**config.mk**
```make
export PLATFORM = sky130hd
export DESIGN_NAME = fifo_fill_rate_servo
export DESIGN_NICKNAME = d
export VERILOG_FILES = /design/src/rtl/core/frs_pkg.sv /design/src/rtl/core/frs_div125.sv /design/src/rtl/core/frs_corr.sv /design/src/rtl/core/frs_servo.sv /design/src/rtl/core/fifo_fill_rate_servo.sv
export SDC_FILE = /design/constraint.sdc
export NUM_CORES = 2
export LEC_CHECK = 0
export BUFFER_PORTS_ARGS = -buffer_cell sky130_fd_sc_hd__buf_2
export CAP_MARGIN = 25
export CORE_MARGIN = 2
export CORE_UTILIZATION = 25
export DETAILED_ROUTE_END_ITERATION = 8
export PLACE_DENSITY_LB_ADDON = 0.15
export RECOVER_POWER = 50
export SLEW_MARGIN = 30
export SYNTH_ARGS = -nofsm -noshare
export SYNTH_HDL_FRONTEND = slang
export SYNTH_SLANG_ARGS = --single-unit
```
**constraint.sdc**
```tcl
create_clock -name clk -period 28 [get_ports clk]
set_input_delay 1.4 -clock clk [delete_from_list [all_inputs] [get_ports clk]]
set_output_delay 1.4 -clock clk [all_outputs]
set_load 0.005 [all_outputs]
```
**src/rtl/core/frs_pkg.sv**
```systemverilog
`default_nettype none

package frs_pkg;

    // packet geometry
    localparam int MAX_FRAMES_PER_PACKET  = 100;
    localparam int BYTES_PER_STEREO_FRAME = 6;

    // nominal feed-forward, Q16 frames per packet
    localparam logic [22:0] NOMINAL_MAX   = 23'd8388607;
    localparam logic [22:0] NOMINAL_RESET = 23'd3145728;

    // below 1000 Hz the measured rate is ignored (1/16 Hz units)
    localparam logic [21:0] MEAS_FLOOR = 22'd16000;

    // floor(2^32 / 125), quotient may come out one low and is corrected
    localparam logic [25:0] RECIP_125 = 26'd34359738;
    localparam int          RECIP_SHIFT = 32;

    // ceil(2^21 / 125), exact for dividends below 21399
    localparam logic [14:0] SIL_RECIP = 15'd16778;
    localparam int          SIL_SHIFT = 21;

    // configuration reset values
    localparam logic [16:0] SAMPLE_RATE_RESET = 17'd48000;
    localparam logic [10:0] TARGET_FILL_RESET = 11'd256;
    localparam logic [15:0] GAIN_RESET        = 16'd524;
    localparam logic [20:0] MAX_CORR_RESET    = 21'd131072;

    typedef enum logic [1:0] {
        CFG_SAMPLE_RATE = 2'd0,
        CFG_TARGET_FILL = 2'd1,
        CFG_GAIN        = 2'd2,
        CFG_MAX_CORR    = 2'd3
    } cfg_index_t;

    typedef enum logic [1:0] {
        KIND_AUDIO     = 2'd0,
        KIND_NO_SIGNAL = 2'd1,
        KIND_PRIMING   = 2'd2,
        KIND_UNDERRUN  = 2'd3
    } packet_kind_t;

    typedef struct packed {
        logic        rx_stable;
        logic [2:0]  rate_code;
        logic [21:0] measured_rate_x16;
        logic [11:0] fifo_words;
    } frs_in_t;

    typedef struct packed {
        logic [6:0]   frame_count;
        logic [9:0]   byte_count;
        packet_kind_t packet_kind;
    } frs_out_t;

    // per-item control that rides along the pipeline
    typedef struct packed {
        logic        rx_stable;
        logic [2:0]  rate_code;
        logic [10:0] avail;
    } frs_ctx_t;

endpackage

`default_nettype wire

```
**src/rtl/core/frs_div125.sv**
```systemverilog
`default_nettype none

module frs_div125 (
    input  logic        clk,
    input  logic        en,
    input  logic [30:0] dividend,
    output logic [22:0] quotient
);
    import frs_pkg::*;

    logic [56:0] prod;
    logic [24:0] q0_next;
    logic [24:0] q0_reg;
    logic [30:0] x_next;
    logic [30:0] x_reg;
    logic [30:0] rem;
    logic [24:0] q_fix;
    logic [22:0] quot_next;
    logic [22:0] quot_reg;

    // reciprocal estimate, at most one low
    always_comb
    begin
        prod    = dividend * RECIP_125;
        q0_next = prod[56:RECIP_SHIFT];
        x_next  = dividend;
    end

    // one correction step, then saturate to the nominal range
    always_comb
    begin
        rem   = x_reg - (31'(q0_reg) * 31'd125);
        q_fix = (rem >= 31'd125) ? q0_reg + 25'd1 : q0_reg;
        quot_next = (q_fix > 25'(NOMINAL_MAX)) ? NOMINAL_MAX : q_fix[22:0];
    end

    always_ff @(posedge clk)
    begin
        if (en)
        begin
            q0_reg   <= q0_next;
            x_reg    <= x_next;
            quot_reg <= quot_next;
        end
    end

    assign quotient = quot_reg;

endmodule

`default_nettype wire

```
**src/rtl/core/frs_corr.sv**
```systemverilog
`default_nettype none

module frs_corr (
    input  logic               clk,
    input  logic               en,
    input  logic [10:0]        avail,
    input  logic [10:0]        target,
    input  logic [15:0]        gain,
    input  logic [20:0]        max_corr,
    output logic signed [21:0] corr
);
    import frs_pkg::*;

    logic signed [11:0] err;
    logic signed [28:0] prod_next;
    logic signed [28:0] prod_reg;
    logic signed [28:0] lim;
    logic signed [21:0] corr_next;
    logic signed [21:0] corr_reg;

    // fill error times gain, Q16
    always_comb
    begin
        err       = $signed({1'b0, avail}) - $signed({1'b0, target});
        prod_next = $signed({1'b0, gain}) * err;
    end

    // clamp to +-max_corr
    always_comb
    begin
        lim = $signed({8'd0, max_corr});
        if (prod_reg > lim)
        begin
            corr_next = lim[21:0];
        end
        else if (prod_reg < -lim)
        begin
            corr_next = 22'(-lim);
        end
        else
        begin
            corr_next = prod_reg[21:0];
        end
    end

    always_ff @(posedge clk)
    begin
        if (en)
        begin
            prod_reg <= prod_next;
            corr_reg <= corr_next;
        end
    end

    assign corr = corr_reg;

endmodule

`default_nettype wire

```
**src/rtl/core/frs_servo.sv**
```systemverilog
`default_nettype none

module frs_servo (
    input  logic               clk,
    input  logic               rst_n,
    input  logic               en,
    input  logic               valid_in,
    input  frs_pkg::frs_ctx_t  ctx,
    input  logic [22:0]        nominal_new,
    input  logic signed [21:0] corr,
    input  logic [10:0]        target,
    input  logic [16:0]        sample_rate,
    output logic               out_valid,
    output frs_pkg::frs_out_t  out_data
);
    import frs_pkg::*;

    logic        primed_reg, primed_next;
    logic [15:0] frac_reg, frac_next;
    logic [22:0] nominal_reg, nominal_next;
    logic [2:0]  last_code_reg, last_code_next;
    logic        out_valid_reg, out_valid_next;
    frs_out_t    out_data_reg, out_data_next;
    logic [6:0]  silence_reg, silence_next;

    logic [28:0]        sil_prod;
    logic [7:0]         sil_raw;
    logic               rate_change;
    logic [22:0]        nominal_eff;
    logic               prime_now;
    logic [15:0]        frac_use;
    logic signed [24:0] sum;
    logic [23:0]        sum_pos;
    logic [7:0]         n_raw;
    logic [7:0]         n_cap;
    logic [6:0]         n_fin;
    logic [6:0]         frames;
    packet_kind_t       kind;
    logic               upd;

    // silence length: sample_rate / 1000 as (sample_rate / 8) / 125
    always_comb
    begin
        sil_prod     = sample_rate[16:3] * SIL_RECIP;
        sil_raw      = sil_prod[28:SIL_SHIFT];
        silence_next = (sil_raw > 8'(MAX_FRAMES_PER_PACKET)) ?
                       7'(MAX_FRAMES_PER_PACKET) : sil_raw[6:0];
    end

    assign upd = en && valid_in;

    always_comb
    begin
        rate_change = (ctx.rate_code != last_code_reg) && (ctx.rate_code != 3'd0);
        nominal_eff = rate_change ? nominal_new : nominal_reg;
        prime_now   = !primed_reg && (ctx.avail >= target);
        frac_use    = (rate_change || prime_now) ? 16'd0 : frac_reg;

        sum     = $signed({9'd0, frac_use}) + $signed({2'd0, nominal_eff})
                + 25'(corr);
        sum_pos = sum[24] ? 24'd0 : sum[23:0];
        n_raw   = sum_pos[23:16];
        n_cap   = (n_raw > 8'(MAX_FRAMES_PER_PACKET)) ?
                  8'(MAX_FRAMES_PER_PACKET) : n_raw;
        n_fin   = (11'(n_cap) > ctx.avail) ? ctx.avail[6:0] : n_cap[6:0];
    end

    // state and packet choice
    always_comb
    begin
        primed_next    = primed_reg;
        frac_next      = frac_reg;
        nominal_next   = nominal_reg;
        last_code_next = last_code_reg;
        frames         = silence_reg;
        kind           = KIND_NO_SIGNAL;
        if (!ctx.rx_stable)
        begin
            primed_next = 1'b0;
            frac_next   = 16'd0;
        end
        else
        begin
            if (rate_change)
            begin
                last_code_next = ctx.rate_code;
                nominal_next   = nominal_new;
                frac_next      = 16'd0;
            end
            if (!primed_reg && !prime_now)
            begin
                kind = KIND_PRIMING;
            end
            else if (n_fin == 7'd0)
            begin
                primed_next = 1'b0;
                frac_next   = sum_pos[15:0];
                kind        = KIND_UNDERRUN;
            end
            else
            begin
                primed_next = 1'b1;
                frac_next   = sum_pos[15:0];
                frames      = n_fin;
                kind        = KIND_AUDIO;
            end
        end
    end

    // output register
    always_comb
    begin
        out_valid_next = en ? valid_in : out_valid_reg;
        out_data_next  = out_data_reg;
        if (upd)
        begin
            out_data_next.frame_count = frames;
            out_data_next.byte_count  = 10'(frames) * 10'(BYTES_PER_STEREO_FRAME);
            out_data_next.packet_kind = kind;
        end
    end

    always_ff @(posedge clk or negedge rst_n)
    begin
        if (!rst_n)
        begin
            primed_reg    <= 1'b0;
            frac_reg      <= 16'd0;
            nominal_reg   <= NOMINAL_RESET;
            last_code_reg <= 3'd0;
            out_valid_reg <= 1'b0;
        end
        else
        begin
            if (upd)
            begin
                primed_reg    <= primed_next;
                frac_reg      <= frac_next;
                nominal_reg   <= nominal_next;
                last_code_reg <= last_code_next;
            end
            out_valid_reg <= out_valid_next;
        end
    end

    always_ff @(posedge clk)
    begin
        silence_reg  <= silence_next;
        out_data_reg <= out_data_next;
    end

    assign out_valid = out_valid_reg;
    assign out_data  = out_data_reg;

`ifndef SYNTHESIS
    a_audio_nonzero: assert property (@(posedge clk) disable iff (!rst_n)
        out_valid_reg && (out_data_reg.packet_kind == KIND_AUDIO)
        |-> (out_data_reg.frame_count != 7'd0))
        else $error("audio packet with zero frames");

    a_frames_max: assert property (@(posedge clk) disable iff (!rst_n)
        out_valid_reg |-> (out_data_reg.frame_count <= 7'(MAX_FRAMES_PER_PACKET)))
        else $error("frame count above packet maximum");

    a_bytes: assert property (@(posedge clk) disable iff (!rst_n)
        out_valid_reg |-> (out_data_reg.byte_count ==
            10'(out_data_reg.frame_count) * 10'(BYTES_PER_STEREO_FRAME)))
        else $error("byte count does not match frame count");

    a_lock_loss: assert property (@(posedge clk) disable iff (!rst_n)
        upd && !ctx.rx_stable |=> !primed_reg && (frac_reg == 16'd0)
            && (out_data_reg.packet_kind == KIND_NO_SIGNAL))
        else $error("lock loss did not reset the servo");

    a_underrun: assert property (@(posedge clk) disable iff (!rst_n)
        upd && (kind == KIND_UNDERRUN) |=> !primed_reg)
        else $error("underrun left servo primed");
`endif

endmodule

`default_nettype wire

```
**src/rtl/core/fifo_fill_rate_servo.sv**
```systemverilog
// channel  | direction | handshake            | payload
// ---------+-----------+----------------------+--------------------------------------
// in       | input     | in_valid / in_ready  | in_data: lock, rate code, rate, fill
// out      | output    | out_valid / out_ready| out_data: frames, bytes, packet kind
// cfg      | input     | cfg_we (no wait)     | cfg_index, cfg_data
//
// one transaction per clock sustained while out_ready does not hold the pipeline; an
// item taken passes the input register at the accepting edge, two stages of the
// divide-by-125 reciprocal unit and of the gain multiply and clamp, then the servo
// update into the output register, where out_valid rises for it
// rst_n is asynchronous, active low; no clearing pass, the block is ready at once
// the whole pipeline holds while out_valid is high and out_ready is low,
// so in_ready follows out_ready one for one in that case
`default_nettype none

module fifo_fill_rate_servo (
    input  logic              clk,
    input  logic              rst_n,
    input  logic              in_valid,
    output logic              in_ready,
    input  frs_pkg::frs_in_t  in_data,
    output logic              out_valid,
    input  logic              out_ready,
    output frs_pkg::frs_out_t out_data,
    input  logic              cfg_we,
    input  logic [1:0]        cfg_index,
    input  logic [20:0]       cfg_data
);
    import frs_pkg::*;

    // configuration registers
    logic [16:0] sample_rate_reg;
    logic [10:0] target_fill_reg;
    logic [15:0] gain_reg;
    logic [20:0] max_corr_reg;

    // pipeline valids
    logic s1_valid_reg, s2_valid_reg, s3_valid_reg;

    // input register and per-item control
    frs_in_t  in_data_reg;
    frs_ctx_t ctx_s1, ctx_s2_reg, ctx_s3_reg;

    logic        adv;
    logic [30:0] dividend;
    logic [22:0] nominal_new;
    logic signed [21:0] corr;

    // every stage moves together unless a finished result is waiting
    assign adv      = !out_valid || out_ready;
    assign in_ready = adv;

    always_ff @(posedge clk or negedge rst_n)
    begin
        if (!rst_n)
        begin
            sample_rate_reg <= SAMPLE_RATE_RESET;
            target_fill_reg <= TARGET_FILL_RESET;
            gain_reg        <= GAIN_RESET;
            max_corr_reg    <= MAX_CORR_RESET;
        end
        else if (cfg_we)
        begin
            case (cfg_index)
                CFG_SAMPLE_RATE: sample_rate_reg <= cfg_data[16:0];
                CFG_TARGET_FILL: target_fill_reg <= cfg_data[10:0];
                CFG_GAIN:        gain_reg        <= cfg_data[15:0];
                CFG_MAX_CORR:    max_corr_reg    <= cfg_data;
                default:         ;
            endcase
        end
    end

    always_ff @(posedge clk or negedge rst_n)
    begin
        if (!rst_n)
        begin
            s1_valid_reg <= 1'b0;
            s2_valid_reg <= 1'b0;
            s3_valid_reg <= 1'b0;
        end
        else if (adv)
        begin
            s1_valid_reg <= in_valid;
            s2_valid_reg <= s1_valid_reg;
            s3_valid_reg <= s2_valid_reg;
        end
    end

    // payload stages carry no reset
    always_ff @(posedge clk)
    begin
        if (adv)
        begin
            in_data_reg <= in_data;
            ctx_s2_reg  <= ctx_s1;
            ctx_s3_reg  <= ctx_s2_reg;
        end
    end

    // fifo_words is at most 4095, so the fifo size bound never bites;
    // frames waiting are half the subframe words
    always_comb
    begin
        ctx_s1.rx_stable = in_data_reg.rx_stable;
        ctx_s1.rate_code = in_data_reg.rate_code;
        ctx_s1.avail     = in_data_reg.fifo_words[11:1];
    end

    // nominal Q16 = rate * 65536 / 1000; both sources reduce to x / 125:
    // measured (1/16 Hz) as meas * 512 / 125, host (Hz) as host * 8192 / 125
    always_comb
    begin
        if (in_data_reg.measured_rate_x16 < MEAS_FLOOR)
        begin
            dividend = {1'b0, sample_rate_reg, 13'd0};
        end
        else
        begin
            dividend = {in_data_reg.measured_rate_x16, 9'd0};
        end
    end

    frs_div125 u_div (
        .clk      (clk),
        .en       (adv),
        .dividend (dividend),
        .quotient (nominal_new)
    );

    // proportional fill correction, clamped
    frs_corr u_corr (
        .clk      (clk),
        .en       (adv),
        .avail    (ctx_s1.avail),
        .target   (target_fill_reg),
        .gain     (gain_reg),
        .max_corr (max_corr_reg),
        .corr     (corr)
    );

    // accumulator, priming, underrun and the output register
    frs_servo u_servo (
        .clk         (clk),
        .rst_n       (rst_n),
        .en          (adv),
        .valid_in    (s3_valid_reg),
        .ctx         (ctx_s3_reg),
        .nominal_new (nominal_new),
        .corr        (corr),
        .target      (target_fill_reg),
        .sample_rate (sample_rate_reg),
        .out_valid   (out_valid),
        .out_data    (out_data)
    );

endmodule

`default_nettype wire
```
==> results.tsv <==
stage	metric	value	unit
status	status	finished with violations	
status	failing checks	max-capacitance violations, max-slew violations	
yosys	Post-Syn Instances	3829	
clock_tree	CTS Hold Bufs	0	
timing	RSZ-0062 raised after global routing	no	
setup_path	CP max stage cell	o21ai_0	
clock_tree	clock tree buffer depth	3	
timing	final period utilization	46.8	%
grt	total track usage	13.0	%
timing	Setup TNS	0	ns
yosys	Synth Cell Area	0.0397	mm2
placement	dpl ws	14.94	ns
routing	first-iteration detailed-routing DRC count	1383	
die	DIE WIDTH	402	um
die	Initial Util	25.1	%
timing	final hold viol count	0	
layout	share of cells above drive strength 1	9.91	%
yosys	Synth Register Bits	324	
layout	most common cell after layout, fill and taps aside	inv_1	
placement	PortBufs	84	
clock_tree	clock-pin slew on the worst setup and hold paths	0.06	ns
setup_path	Critical Path AT	13.45	ns
routing	DR DRC count	0	
routing	vias per inst	4.31	
clock_tree	clk sinks	324	
timing	endpoints failing setup	0	
layout	Multi-input gate area	0.0273	mm2
grt	largest net degree at the start of global routing	89	
yosys	asr flop ratio synth	34.6	%
setup_path	CP startpoint	ctx_s3_reg[1]	
placement	post-DP HPWL	85200	um
clock_tree	cts repair resizes	0	
die	die area	0.162	mm2
clock_tree	TritonCTS buffer count	45	
clock_tree	buffer count from post-CTS setup fixing	0	
die	CORE AREA	0.158	mm2
routing	wire per inst	17.2	um
grt	global-route wire length before repair	163000	um
min_path	Hold Crit Class	flop to flop	
timing	Fin Clk Skew	0.0659	ns
setup_path	max incr delay on CP	0.52	ns
layout	Register Area	0.00912	mm2
setup_path	worst reg2reg startpoint	ctx_s3_reg[1]	
timing	Slew Limit Fails	269	
layout	P&R area growth vs syn	11.2	%
timing	final worst slack	14.91	ns
layout	Fill cells	16641	
setup_path	reg2reg setup slack	14.91	ns
setup_path	most frequent CP cell	a21oi_1	
setup_path	CP Launch Type	flop	
placement	area of placed instances	0.0426	mm2
setup_path	CP Capture Type	flop	
yosys	EDFF count, synth	205	
timing	Rel. slew slack	-234	%
die	Core Rows	146	
placement	GPL Wtd Cong	0.774	
grt	vias in the first global route	27076	
setup_path	worst-case reg-to-reg path depth	61	
die	io pins	87	
setup_path	Crit Path Max Fanout	16	
run	max cap viols	5	
die	die height	402	um
timing	min Tclk post-route	13.09	ns
yosys	Avg Inst Size Synth	10.4	um2
yosys	Seq/Total Area, Yosys	23.0	%
clock_tree	H-tree levels	2	
setup_path	critical path class	flop to flop	
routing	routed wire length	104000	um
layout	final instance area	0.0441	mm2
clock_tree	later-pin clock latency in the skew report	0.65	ns
grt	initial antenna violation count	11	
routing	drt pass-1 iters	7	
setup_path	CP required	28.36	ns
layout	commonest non-fill, non-tap cells in the layout	799 x inv_1, 668 x ha_1, 436 x fa_1	
clock_tree	CTS root buf	clkbuf_16	
layout	max reg flops	29	
clock_tree	CTS tree	done	
routing	DR vias	25972	
layout	net count reported at finish	5079	
setup_path	Worst R2R End	u_servo.out_data[10]	
yosys	Main synth FF type	edfxtp_1	
grt	grt total ovfl	0	
routing	Detail Route Antenna Nets	0	
yosys	YS warnings	0	
timing	Slew @ Worst Pin	5.02	ns
timing	fmax	76.4	MHz
yosys	synth unique cells	105	
setup_path	crit path to	u_servo.out_data[10]	
-- worst min-delay path by stage --
stage	slack, ns	from	endpoint	cells past startpoint
3_3_place_gp	0.40	ctx_s2_reg[7]	ctx_s3_reg[7]	0
3_5_place_dp	0.40	ctx_s2_reg[9]	ctx_s3_reg[9]	0
5_1_grt	0.43	ctx_s2_reg[9]	ctx_s3_reg[9]	0
6_report	0.41	ctx_s2_reg[2]	ctx_s3_reg[2]	0
4_1_cts	0.42	ctx_s2_reg[2]	ctx_s3_reg[2]	0
2_1_floorplan	0.40	ctx_s1[11]	ctx_s2_reg[11]	0
-- final cells by class --
type | count | area share, %
Tap cell | 2072 | 5.87
Inverter | 801 | 6.81
Clock inverter | 14 | 0.454
Multi-Input combinational cell | 2627 | 61.8
Timing Repair Buffer | 110 | 1.32
Antenna cell | 2 | 0.0113
Clock buffer | 70 | 3.04
Sequential cell | 324 | 20.7
-- per-layer routing --
layer	share of wire [%]	GRT usage, %	up-vias
li1	-	-	12782
met1	51	19.3	12759
met2	44	20.3	352
met3	3.3	1.21	79
met4	1.8	2.72	0
met5	0	0	-
-- cell families after synthesis --
| logic type | Yosys count | share of synthesized area, % |
|---|---|---|
| adders and majority gates | 1104 | 43.0 |
| buffers and inverters | 879 | 8.55 |
| and+or+nand+nor | 723 | 9.41 |
| AOI/OAI and AO/OA | 502 | 8.63 |
| DFF | 324 | 23.0 |
| muxes | 151 | 4.16 |
| xor gates and xnor gates | 145 | 3.23 |
| other | 1 | 0.00945 |
-- cell usage after synthesis, types with 9 or more instances --
master	number	area share, %
nor2_1	119	1.1
xnor2_1	109	2.4
fa_1	436	22
nand4_1	28	0.44
edfxtp_1	205	16
a21oi_1	130	1.6
mux2_2	108	3.1
nor4_1	16	0.25
nor2b_1	38	0.60
nand2_2	19	0.30
and3_1	23	0.36
a31oi_1	10	0.16
nand3_1	41	0.52
a22o_1	17	0.38
dfstp_2	14	0.93
o21ai_0	98	1.2
a21o_1	54	1.0
ha_1	668	21
a211oi_1	11	0.21
nand2b_1	39	0.61
nor3_1	34	0.43
clkbuf_1	62	0.59
nand2_1	213	2.0
a21boi_0	10	0.19
inv_1	799	7.6
or2_2	19	0.30
dfrtp_1	98	6.2
and2_1	81	1.3
o211ai_1	9	0.17
xor2_1	35	0.77
o2bb2ai_1	13	0.29
o21a_1	35	0.66
mux2i_1	42	1.1
o21bai_1	28	0.53
-- stage by stage --
stage,hold slack [ns],utilization [%],cells
final,0.414,27.9,6020
after global routing,0.425,27.9,6018
after CTS,0.416,28.0,6017
after detailed placement,0.405,27.0,5933
after global placement,0.401,27.0,5933
after floorplan,0.400,-,3830
-- critical path, delay by kind of cell (launching register included) --
family	cells	cell delay [ns]
mux	1	0.29
xor+xnor	2	0.23
buf+inv	4	0.41
compound gates	36	7.78
flops	1	0.47
fa+ha+maj	6	1.58
simple gates	12	2.06
Power is left out: the tool's default activity adds up to more than one toggle a clock period on the data nets, which glitch-free logic cannot reach.
